### src/sv/polynomial_add_sub_merge_macros.svh
// ----------------------------------------------------------------------------
// Assertion macros for the polynomial add/subtract merge block
// Each macro samples on clk and is disabled while rst_n is low.
// ----------------------------------------------------------------------------
`ifndef POLYNOMIAL_ADD_SUB_MERGE_MACROS_SVH
`define POLYNOMIAL_ADD_SUB_MERGE_MACROS_SVH

// A condition that must hold at every clock edge.
`define PASM_ASSERT_ALWAYS(label, cond, msg) \
    label: assert property (@(posedge clk) disable iff (!rst_n) (cond)) else $error(msg);

// A trigger whose consequence must hold in the cycle after it.
`define PASM_ASSERT_NEXT(label, trig, cons, msg) \
    label: assert property (@(posedge clk) disable iff (!rst_n) (trig) |=> (cons)) \
        else $error(msg);

`endif

### src/sv/pasm_pkg.sv
// ----------------------------------------------------------------------------
// pasm_pkg
// Types and codes shared by the polynomial add/subtract merge block and its
// users: transaction payloads, stored term layout and register indexes.
// ----------------------------------------------------------------------------
package pasm_pkg;

    localparam int EXP_W   = 8;
    localparam int COEFF_W = 32;
    localparam int VARS_HW = 4;

    // Transaction kinds
    localparam logic [1:0] KIND_LOAD_A = 2'd0;
    localparam logic [1:0] KIND_LOAD_B = 2'd1;
    localparam logic [1:0] KIND_RUN    = 2'd2;

    // Monomial order codes; the unused code behaves as lex
    localparam logic [1:0] ORDER_LEX     = 2'd0;
    localparam logic [1:0] ORDER_GRLEX   = 2'd1;
    localparam logic [1:0] ORDER_GREVLEX = 2'd2;

    // Configuration register indexes
    localparam logic REG_ORDER_MODE    = 1'b0;
    localparam logic REG_SUBTRACT_MODE = 1'b1;

    localparam logic signed [COEFF_W-1:0] Q_MAX = 32'sh7FFF_FFFF;
    localparam logic signed [COEFF_W-1:0] Q_MIN = 32'sh8000_0000;

    typedef struct packed {
        logic [1:0]                 kind;
        logic [EXP_W-1:0]           exponent_0;
        logic [EXP_W-1:0]           exponent_1;
        logic [EXP_W-1:0]           exponent_2;
        logic [EXP_W-1:0]           exponent_3;
        logic signed [COEFF_W-1:0]  coefficient;
    } in_item_t;

    typedef struct packed {
        logic [EXP_W-1:0]           out_exponent_0;
        logic [EXP_W-1:0]           out_exponent_1;
        logic [EXP_W-1:0]           out_exponent_2;
        logic [EXP_W-1:0]           out_exponent_3;
        logic signed [COEFF_W-1:0]  out_coefficient;
        logic                       term_valid;
        logic                       capacity_overflow;
        logic                       last_term;
    } out_item_t;

    // One stored term: exponent[0] belongs to the most significant variable.
    typedef struct packed {
        logic [VARS_HW-1:0][EXP_W-1:0] exponent;
        logic signed [COEFF_W-1:0]     coefficient;
    } term_t;

endpackage

### src/sv/polynomial_add_sub_merge.sv
// ----------------------------------------------------------------------------
// polynomial_add_sub_merge
// A load transaction is taken while idle; a new transaction is taken on the next cycle.
// A run does one S_READ, S_MERGE pass per step, waiting in S_MERGE on output stall;
// each step reads and compares one term of A, of B or both: at most nA + nB steps.
// Kept terms leave at most one per step, each held until the next is known.
// rst_n (asynchronous, active low) empties both lists, clears the overflow flag
// and loads order_mode = lex, subtract_mode = subtract; term memories keep data.
// ----------------------------------------------------------------------------
`include "polynomial_add_sub_merge_macros.svh"

module polynomial_add_sub_merge
    import pasm_pkg::*;
#(
    parameter int MAX_TERMS = 16,
    parameter int NUM_VARS  = 4
) (
    input  logic      clk,
    input  logic      rst_n,

    input  logic      item_valid,
    output logic      item_stall,
    input  in_item_t  item,

    output logic      result_valid,
    input  logic      result_stall,
    output out_item_t result,

    input  logic      cfg_valid,
    output logic      cfg_ready,
    input  logic      cfg_index,
    input  logic [1:0] cfg_data
);

    localparam int CNT_W = $clog2(MAX_TERMS + 1);
    localparam int IDX_W = (MAX_TERMS > 1) ? $clog2(MAX_TERMS) : 1;
    localparam logic [CNT_W-1:0] CNT_MAX = CNT_W'(MAX_TERMS);

    typedef enum logic [2:0] {
        S_IDLE  = 3'b001,
        S_READ  = 3'b010,
        S_MERGE = 3'b100
    } state_t;

    typedef enum logic [1:0] {
        CMP_A_FIRST = 2'd0,
        CMP_B_FIRST = 2'd1,
        CMP_EQUAL   = 2'd2
    } cmp_t;

    // Stored monomials have unused variables forced to zero, so all four
    // exponents can take part in every comparison.
    function automatic cmp_t order_cmp(logic [1:0] mode, term_t a, term_t b);
        logic [9:0] deg_a;
        logic [9:0] deg_b;
        cmp_t       lex_res;
        cmp_t       rev_res;
        cmp_t       res;
        deg_a = 10'(a.exponent[0]) + 10'(a.exponent[1])
              + 10'(a.exponent[2]) + 10'(a.exponent[3]);
        deg_b = 10'(b.exponent[0]) + 10'(b.exponent[1])
              + 10'(b.exponent[2]) + 10'(b.exponent[3]);
        lex_res = CMP_EQUAL;
        for (int i = VARS_HW - 1; i >= 0; i--)
        begin
            if (a.exponent[i] != b.exponent[i])
            begin
                lex_res = (a.exponent[i] > b.exponent[i]) ? CMP_A_FIRST : CMP_B_FIRST;
            end
        end
        rev_res = CMP_EQUAL;
        for (int i = 0; i < VARS_HW; i++)
        begin
            if (a.exponent[i] != b.exponent[i])
            begin
                rev_res = (a.exponent[i] < b.exponent[i]) ? CMP_A_FIRST : CMP_B_FIRST;
            end
        end
        if ((mode == ORDER_GRLEX) || (mode == ORDER_GREVLEX))
        begin
            if (deg_a != deg_b)
            begin
                res = (deg_a > deg_b) ? CMP_A_FIRST : CMP_B_FIRST;
            end
            else
            begin
                res = (mode == ORDER_GREVLEX) ? rev_res : lex_res;
            end
        end
        else
        begin
            res = lex_res;
        end
        return res;
    endfunction

    // Term memories
    term_t a_mem [MAX_TERMS];
    term_t b_mem [MAX_TERMS];

    state_t           state_reg,        state_next;
    logic [CNT_W-1:0] cnt_a_reg,        cnt_a_next;
    logic [CNT_W-1:0] cnt_b_reg,        cnt_b_next;
    logic [CNT_W-1:0] ia_reg,           ia_next;
    logic [CNT_W-1:0] ib_reg,           ib_next;
    logic             ovf_reg,          ovf_next;
    logic [1:0]       order_mode_reg,   order_mode_next;
    logic             sub_mode_reg,     sub_mode_next;
    term_t            pend_reg,         pend_next;
    logic             pend_valid_reg,   pend_valid_next;
    out_item_t        result_reg,       result_next;
    logic             result_valid_reg, result_valid_next;
    term_t            a_rd_reg;
    term_t            b_rd_reg;

    term_t                     load_term;
    logic                      wr_a;
    logic                      wr_b;
    logic                      a_has;
    logic                      b_has;
    logic                      done;
    cmp_t                      cmp;
    logic signed [COEFF_W:0]   op_a;
    logic signed [COEFF_W:0]   op_b;
    logic signed [COEFF_W:0]   sum_wide;
    logic signed [COEFF_W-1:0] sum_sat;
    term_t                     new_term;
    logic                      keep;
    logic                      out_free;
    logic                      need_out;
    logic                      step_go;

    assign item_stall   = (state_reg != S_IDLE);
    assign result_valid = result_valid_reg;
    assign result       = result_reg;
    assign cfg_ready    = 1'b1;

    always_comb
    begin
        load_term.exponent[0] = item.exponent_0;
        load_term.exponent[1] = item.exponent_1;
        load_term.exponent[2] = item.exponent_2;
        load_term.exponent[3] = item.exponent_3;
        for (int i = 0; i < VARS_HW; i++)
        begin
            if (i >= NUM_VARS)
            begin
                load_term.exponent[i] = '0;
            end
        end
        load_term.coefficient = item.coefficient;
    end

    assign wr_a = (state_reg == S_IDLE) && item_valid && (item.kind == KIND_LOAD_A)
                  && (cnt_a_reg != CNT_MAX);
    assign wr_b = (state_reg == S_IDLE) && item_valid && (item.kind == KIND_LOAD_B)
                  && (cnt_b_reg != CNT_MAX);

    always_ff @(posedge clk)
    begin
        if (wr_a)
        begin
            a_mem[cnt_a_reg[IDX_W-1:0]] <= load_term;
        end
        if (wr_b)
        begin
            b_mem[cnt_b_reg[IDX_W-1:0]] <= load_term;
        end
        a_rd_reg <= a_mem[ia_reg[IDX_W-1:0]];
        b_rd_reg <= b_mem[ib_reg[IDX_W-1:0]];
    end

    // Shared compare and saturating add/subtract unit.
    always_comb
    begin
        a_has = (ia_reg < cnt_a_reg);
        b_has = (ib_reg < cnt_b_reg);
        done  = !a_has && !b_has;
        if (a_has && b_has)
        begin
            cmp = order_cmp(order_mode_reg, a_rd_reg, b_rd_reg);
        end
        else if (a_has)
        begin
            cmp = CMP_A_FIRST;
        end
        else
        begin
            cmp = CMP_B_FIRST;
        end
        op_a = (cmp != CMP_B_FIRST) ? (COEFF_W + 1)'(a_rd_reg.coefficient) : '0;
        op_b = (cmp != CMP_A_FIRST) ? (COEFF_W + 1)'(b_rd_reg.coefficient) : '0;
        sum_wide = sub_mode_reg ? (op_a - op_b) : (op_a + op_b);
        if (sum_wide[COEFF_W] != sum_wide[COEFF_W-1])
        begin
            sum_sat = sum_wide[COEFF_W] ? Q_MIN : Q_MAX;
        end
        else
        begin
            sum_sat = sum_wide[COEFF_W-1:0];
        end
        new_term.exponent    = (cmp != CMP_B_FIRST) ? a_rd_reg.exponent : b_rd_reg.exponent;
        new_term.coefficient = sum_sat;
        // Only a difference of like terms that cancels is dropped.
        keep     = !done && !(sub_mode_reg && (cmp == CMP_EQUAL) && (sum_sat == '0));
        out_free = !result_valid_reg || !result_stall;
        need_out = done || (keep && pend_valid_reg);
        step_go  = !need_out || out_free;
    end

    always_comb
    begin
        state_next        = state_reg;
        cnt_a_next        = cnt_a_reg;
        cnt_b_next        = cnt_b_reg;
        ia_next           = ia_reg;
        ib_next           = ib_reg;
        ovf_next          = ovf_reg;
        order_mode_next   = order_mode_reg;
        sub_mode_next     = sub_mode_reg;
        pend_next         = pend_reg;
        pend_valid_next   = pend_valid_reg;
        result_next       = result_reg;
        result_valid_next = result_valid_reg && result_stall;

        if (cfg_valid && cfg_ready)
        begin
            case (cfg_index)
                REG_ORDER_MODE:    order_mode_next = cfg_data;
                REG_SUBTRACT_MODE: sub_mode_next   = cfg_data[0];
                default:           order_mode_next = order_mode_reg;
            endcase
        end

        case (state_reg)
            S_IDLE:
            begin
                if (item_valid)
                begin
                    case (item.kind)
                        KIND_LOAD_A:
                        begin
                            if (cnt_a_reg != CNT_MAX)
                            begin
                                cnt_a_next = cnt_a_reg + 1'b1;
                            end
                            else
                            begin
                                ovf_next = 1'b1;
                            end
                        end
                        KIND_LOAD_B:
                        begin
                            if (cnt_b_reg != CNT_MAX)
                            begin
                                cnt_b_next = cnt_b_reg + 1'b1;
                            end
                            else
                            begin
                                ovf_next = 1'b1;
                            end
                        end
                        KIND_RUN:
                        begin
                            ia_next         = '0;
                            ib_next         = '0;
                            pend_valid_next = 1'b0;
                            state_next      = S_READ;
                        end
                        default:
                        begin
                            state_next = S_IDLE;
                        end
                    endcase
                end
            end
            S_READ:
            begin
                state_next = S_MERGE;
            end
            S_MERGE:
            begin
                if (step_go)
                begin
                    if (done)
                    begin
                        // The held term, or the zero marker, closes the run.
                        if (pend_valid_reg)
                        begin
                            result_next.out_exponent_0  = pend_reg.exponent[0];
                            result_next.out_exponent_1  = pend_reg.exponent[1];
                            result_next.out_exponent_2  = pend_reg.exponent[2];
                            result_next.out_exponent_3  = pend_reg.exponent[3];
                            result_next.out_coefficient = pend_reg.coefficient;
                            result_next.term_valid      = 1'b1;
                        end
                        else
                        begin
                            result_next.out_exponent_0  = '0;
                            result_next.out_exponent_1  = '0;
                            result_next.out_exponent_2  = '0;
                            result_next.out_exponent_3  = '0;
                            result_next.out_coefficient = '0;
                            result_next.term_valid      = 1'b0;
                        end
                        result_next.capacity_overflow = ovf_reg;
                        result_next.last_term         = 1'b1;
                        result_valid_next             = 1'b1;
                        pend_valid_next               = 1'b0;
                        cnt_a_next                    = '0;
                        cnt_b_next                    = '0;
                        ovf_next                      = 1'b0;
                        state_next                    = S_IDLE;
                    end
                    else
                    begin
                        // A kept term is held back until the next one shows
                        // whether it is the last of the run.
                        if (keep)
                        begin
                            if (pend_valid_reg)
                            begin
                                result_next.out_exponent_0    = pend_reg.exponent[0];
                                result_next.out_exponent_1    = pend_reg.exponent[1];
                                result_next.out_exponent_2    = pend_reg.exponent[2];
                                result_next.out_exponent_3    = pend_reg.exponent[3];
                                result_next.out_coefficient   = pend_reg.coefficient;
                                result_next.term_valid        = 1'b1;
                                result_next.capacity_overflow = ovf_reg;
                                result_next.last_term         = 1'b0;
                                result_valid_next             = 1'b1;
                            end
                            pend_next       = new_term;
                            pend_valid_next = 1'b1;
                        end
                        if (cmp != CMP_B_FIRST)
                        begin
                            ia_next = ia_reg + 1'b1;
                        end
                        if (cmp != CMP_A_FIRST)
                        begin
                            ib_next = ib_reg + 1'b1;
                        end
                        state_next = S_READ;
                    end
                end
            end
            default:
            begin
                state_next = S_IDLE;
            end
        endcase
    end

    always_ff @(posedge clk or negedge rst_n)
    begin
        if (!rst_n)
        begin
            state_reg        <= S_IDLE;
            cnt_a_reg        <= '0;
            cnt_b_reg        <= '0;
            ia_reg           <= '0;
            ib_reg           <= '0;
            ovf_reg          <= 1'b0;
            order_mode_reg   <= ORDER_LEX;
            sub_mode_reg     <= 1'b1;
            pend_valid_reg   <= 1'b0;
            result_valid_reg <= 1'b0;
        end
        else
        begin
            state_reg        <= state_next;
            cnt_a_reg        <= cnt_a_next;
            cnt_b_reg        <= cnt_b_next;
            ia_reg           <= ia_next;
            ib_reg           <= ib_next;
            ovf_reg          <= ovf_next;
            order_mode_reg   <= order_mode_next;
            sub_mode_reg     <= sub_mode_next;
            pend_valid_reg   <= pend_valid_next;
            result_valid_reg <= result_valid_next;
        end
    end

    always_ff @(posedge clk)
    begin
        pend_reg   <= pend_next;
        result_reg <= result_next;
    end

    `PASM_ASSERT_ALWAYS(a_cnt_bound,
        (cnt_a_reg <= CNT_MAX) && (cnt_b_reg <= CNT_MAX),
        "list count beyond capacity")
    `PASM_ASSERT_ALWAYS(a_ptr_bound,
        (state_reg == S_IDLE) || ((ia_reg <= cnt_a_reg) && (ib_reg <= cnt_b_reg)),
        "merge pointer passed its list")
    `PASM_ASSERT_ALWAYS(a_pend_idle,
        (state_reg != S_IDLE) || !pend_valid_reg,
        "held term left over after a run")
    `PASM_ASSERT_NEXT(a_run_close,
        (state_reg == S_MERGE) && done && out_free,
        result_valid_reg && result_reg.last_term && (cnt_a_reg == '0)
            && (cnt_b_reg == '0) && !ovf_reg,
        "run did not close with a last transaction")

endmodule
### config.mk
export PLATFORM = sky130hd
export DESIGN_NAME = polynomial_add_sub_merge
export DESIGN_NICKNAME = d
export VERILOG_FILES = /design/src/sv/pasm_pkg.sv /design/src/sv/polynomial_add_sub_merge.sv
export VERILOG_INCLUDE_DIRS = /design/src /design/src/sv
export SDC_FILE = /design/constraint.sdc
export NUM_CORES = 2
export LEC_CHECK = 0
export BUFFER_PORTS_ARGS = -buffer_cell sky130_fd_sc_hd__buf_2
export CAP_MARGIN = 20
export CORE_ASPECT_RATIO = 0.5
export CORE_MARGIN = 2
export CORE_UTILIZATION = 45
export CTS_CLUSTER_DIAMETER = 60
export CTS_CLUSTER_SIZE = 30
export DETAILED_ROUTE_END_ITERATION = 7
export PLACE_DENSITY = 0.71
export SYNTH_ARGS = -nofsm -noshare
export SYNTH_HDL_FRONTEND = slang
export SYNTH_SLANG_ARGS = --single-unit
### constraint.sdc
create_clock -name clk -period 14.6 [get_ports clk]
set_clock_uncertainty 0.15 [all_clocks]
set_input_delay 0.73 -clock clk [delete_from_list [all_inputs] [get_ports clk]]
set_output_delay 0.73 -clock clk [all_outputs]
set_load 0.02 [all_outputs]
==> results.rst <==
.. list-table::
   :header-rows: 1

   * - Metric
     - Value
   * - Type of the tightest min-delay check
     - input pin to flip-flop
   * - Number of buffers and inverters on the critical path
     - 5
   * - Die Footprint
     - between 200,000 and 250,000 um2
   * - Vias in the first global route
     - 44,400
   * - Fmax
     - approximately 0.078 GHz
   * - Outcome
     - complete, no violations
   * - Worst path arrival time
     - 13.17 ns
   * - Number of endpoints with negative hold slack in the final report
     - 0
   * - Die W
     - 643 um
   * - Distinct cells, synth
     - 82
   * - Hold EP
     - state_reg[0]
   * - Async set or reset register ratio after synthesis
     - 0.0124
   * - Worst setup EP type
     - flip-flop
   * - Worst hold start
     - item_valid
   * - Post-synth net total
     - 4,579
   * - Number of endpoints failing setup at the final stage
     - 0
   * - Post-synthesis cell count
     - around 4,400
   * - Max stage delay on crit path
     - 0.72 ns
   * - Area Overhead vs Synth
     - 9.61%
   * - Most used DFF post-synth
     - edfxtp_1
   * - Cell type with the highest aggregate area in the netlist
     - edfxtp_1
   * - Non-filler cells in the finished layout
     - ~7,400
   * - Ports placed on the boundary
     - around 140
   * - Worst hold stages
     - 4
   * - Count of maximum capacitance violations
     - 0
   * - Postcts setup bufs
     - 0
   * - Sum of overflow across all layers after global routing
     - 0
   * - Register clock-pin slew on the reported worst setup and hold paths
     - 0.11 ns
   * - Clk Latency, worst-skew pair
     - 0.81 ns
   * - Slew Limit Headroom
     - 0.217
   * - Die height
     - ~320 um
   * - Detail-routed net length per standard cell
     - between 30 and 40 um
   * - Critical path peak fanout
     - 52
   * - Proportion of netlist area held by the largest area contributor
     - 0.713
   * - Final estimated routing congestion in global placement
     - 0.929
   * - R2r worst-path depth
     - 47
   * - Power per Cell Area
     - 141 nW/um2
   * - Total of buffers placed on input and output ports
     - about 140
   * - Vias per std cell
     - 6.05
   * - Slew Viols, Final
     - 0
   * - Residual DRC count
     - 0
   * - DRT Wirelength
     - 223 mm
   * - Number of placement rows
     - 117
   * - Count of flip-flops with a built-in enable after synthesis
     - between 2,000 and 2,500
   * - Post-synthesis cell area
     - 91,800 um2
   * - Clock period minus worst slack
     - between 10 and 15 ns
   * - Effective utilization at floorplan
     - 0.452
   * - Number of instances resized during post-cts repair
     - 0
   * - Vias after detailed routing
     - 44,600
   * - Share of post-route cells with drive strength above 1
     - 0.250
   * - Sequential-to-total area share from yosys stat
     - 0.749
   * - Number of antenna violations at the first check in global routing
     - 21
   * - Pleak
     - 0.0311 uW
   * - Setup Total Neg Slack
     - 0 ns
   * - Crit Reg-Reg Endpoint
     - result[20]
   * - HPWL reported at the end of detailed placement
     - 131 mm
   * - FF+latch count, synth
     - 2,336
   * - Critical path type
     - flip-flop to flip-flop
   * - RSZ-0062 raised after global routing
     - false
   * - Post-layout net count
     - 4,746
   * - Post-placement cell count
     - between 7,000 and 8,000
   * - Mean post-synth cell area
     - 21.0 um2
   * - Worst-case register-to-register setup slack
     - 1.74 ns
   * - Overall Global Routing Usage
     - 0.214
   * - Number of optimization iterations in the first detailed-route pass
     - 6
   * - Total clock buffers created by CTS
     - 114
   * - Standard cell with the maximum stage delay on the critical path
     - nor3b_1
   * - Wire length of the first global-routing pass
     - 319 mm
   * - DRT iter0 DRCs
     - 6,094
   * - CTS tree
     - yes
   * - Clock root buffer
     - clkbuf_16
   * - Htree depth
     - 3
   * - Critical path data required time
     - 14.91 ns
   * - Largest voltage drop on the vdd net
     - 0.000113 V
   * - Maximum number of pins on one net before global-route repair
     - 136
   * - Number of warnings reported in the yosys synthesis log
     - 0
   * - Kind of start point of the critical path
     - flip-flop
   * - Sink count of the clock tree
     - around 2,300
   * - Largest cells by area after synthesis
     - edfxtp_1 71%, mux4_2 16%, dfxtp_1 2.8%
   * - Std-Cell Core Area
     - slightly above 200,000 um2
   * - Post-detailed-route count of antenna-violating nets
     - 0
   * - Clock buffer depth
     - 3
   * - Crit share post-route
     - 0.881
   * - Cell repeated most along the worst path
     - a21oi_1
   * - Crit path max-delay family
     - simple AND/OR/NAND/NOR gates
   * - Actual slew at the worst max-slew pin
     - 1.17 ns
   * - Startpoint of the worst register-to-register path
     - b_rd_reg[33]
through the flow:
step           cell area [um2]  worst slack, ns  hold WS [ns]  power (uW)  utilization
4_1_cts                 101000             1.74       0.00283       14200        0.495
3_5_place_dp             96200             1.81         0.292       10200        0.474
6_report                101000             1.74        0.0421       14100        0.495
5_1_grt                 101000            0.980        0.0482       14600        0.495
2_1_floorplan            91800             1.58         0.276        9370            -
3_3_place_gp             96200             2.13         0.292       10200        0.474
kinds of logic after synthesis:
group | count (synthesis) | share of synthesized area
flops | 2336 | 0.749
mux | 645 | 0.158
simple gates | 482 | 0.0265
buf+inv | 339 | 0.0141
compound gates | 333 | 0.0226
fa+ha+maj | 162 | 0.0243
xor+xnor | 62 | 0.00592
other cells | 1 | 0.0000409
worst register-to-register path, delay by kind of cell, from the launching register on:
kind	cells	cell delay (ns)
AND/OR/NAND/NOR	23	6.55
buffers and inverters	5	0.64
AO/OA/AOI/OAI	12	1.94
adder cells (fa/ha/maj)	7	2.87
flip-flops	1	0.34
synthesized netlist by cell type (all sizes together), types with 7 or more instances:
cell,count
nor4,9
edfxtp,2179
maj3,17
nor3,33
clkbuf,143
nor2b,78
and3,11
buf,59
nand3,26
o21ai,86
dfrtp,27
inv,137
mux4,640
nand2b,8
o22ai,7
ha,112
a31oi,12
nand4,16
xnor2,37
a21o,19
a211oi,7
fa,33
o21bai,16
xor2,25
dfxtp,128
o211ai,11
nor2,100
a21oi,108
and2,34
nand2,131
o21a,12
power breakdown:
group	switching [uW]	leakage, uW	total [uW]	internal (uW)
Sequential	74.7	0.0210	7670	7590
Combinational	1610	0.00807	2430	822
Clock	2270	0.00203	4040	1770
metal layers:
layer,wire (um),up-vias,GRT usage
met3,17500,360,0.0308
met2,110000,2188,0.356
met4,6980,6,0.0628
li1,-,18100,-
met1,88900,23900,0.296
met5,41,-,0
placed cells by master (no fill, tap or decap), types with 16 or more instances in the layout:
cell       instances
a21o_1            18
a21oi_1          107
and2_1            34
buf_2            142
buf_4            105
clkbuf_16        116
dfrtp_1           19
dfxtp_1          128
edfxtp_1        2179
fa_1              33
ha_1             112
inv_1            137
inv_6             21
maj3_1            17
mux4_2           640
nand2_1          131
nand3_1           26
nand4_1           16
nor2_1            74
nor2_4            26
nor2b_1           78
nor3_1            25
o21ai_0           73
o21bai_1          16
xnor2_1           37
xor2_1            24
how the worst max path moves through the flow:
stage / from / to / slack [ns] / cells past startpoint
2_1_floorplan: a_rd_reg[33] / pend_reg[0] / 1.58 / 49
3_3_place_gp: a_rd_reg[33] / result[20] / 2.13 / 46
3_5_place_dp: b_rd_reg[33] / result[19] / 1.81 / 47
4_1_cts: b_rd_reg[33] / result[37] / 1.74 / 47
5_1_grt: a_rd_reg[41] / result[20] / 0.98 / 46
6_report: b_rd_reg[33] / result[20] / 1.74 / 47
timing repair:
item	4_1_cts	5_1_grt
setup endpoints to repair	0	0
hold buffers	3	0
hold endpoints to repair	29	0
final cells by class:
type	count	area (um2)
fill	16000	102000
sequential	2336	68800
multi-input combinational	1685	22000
tap	2737	3420
clock buffer	127	2980
timing repair buffer	253	1590
clock inverter	90	1290
inverter	137	514
antenna	4	10.0
No activity file was read; power rests on OpenSTA's default activity.
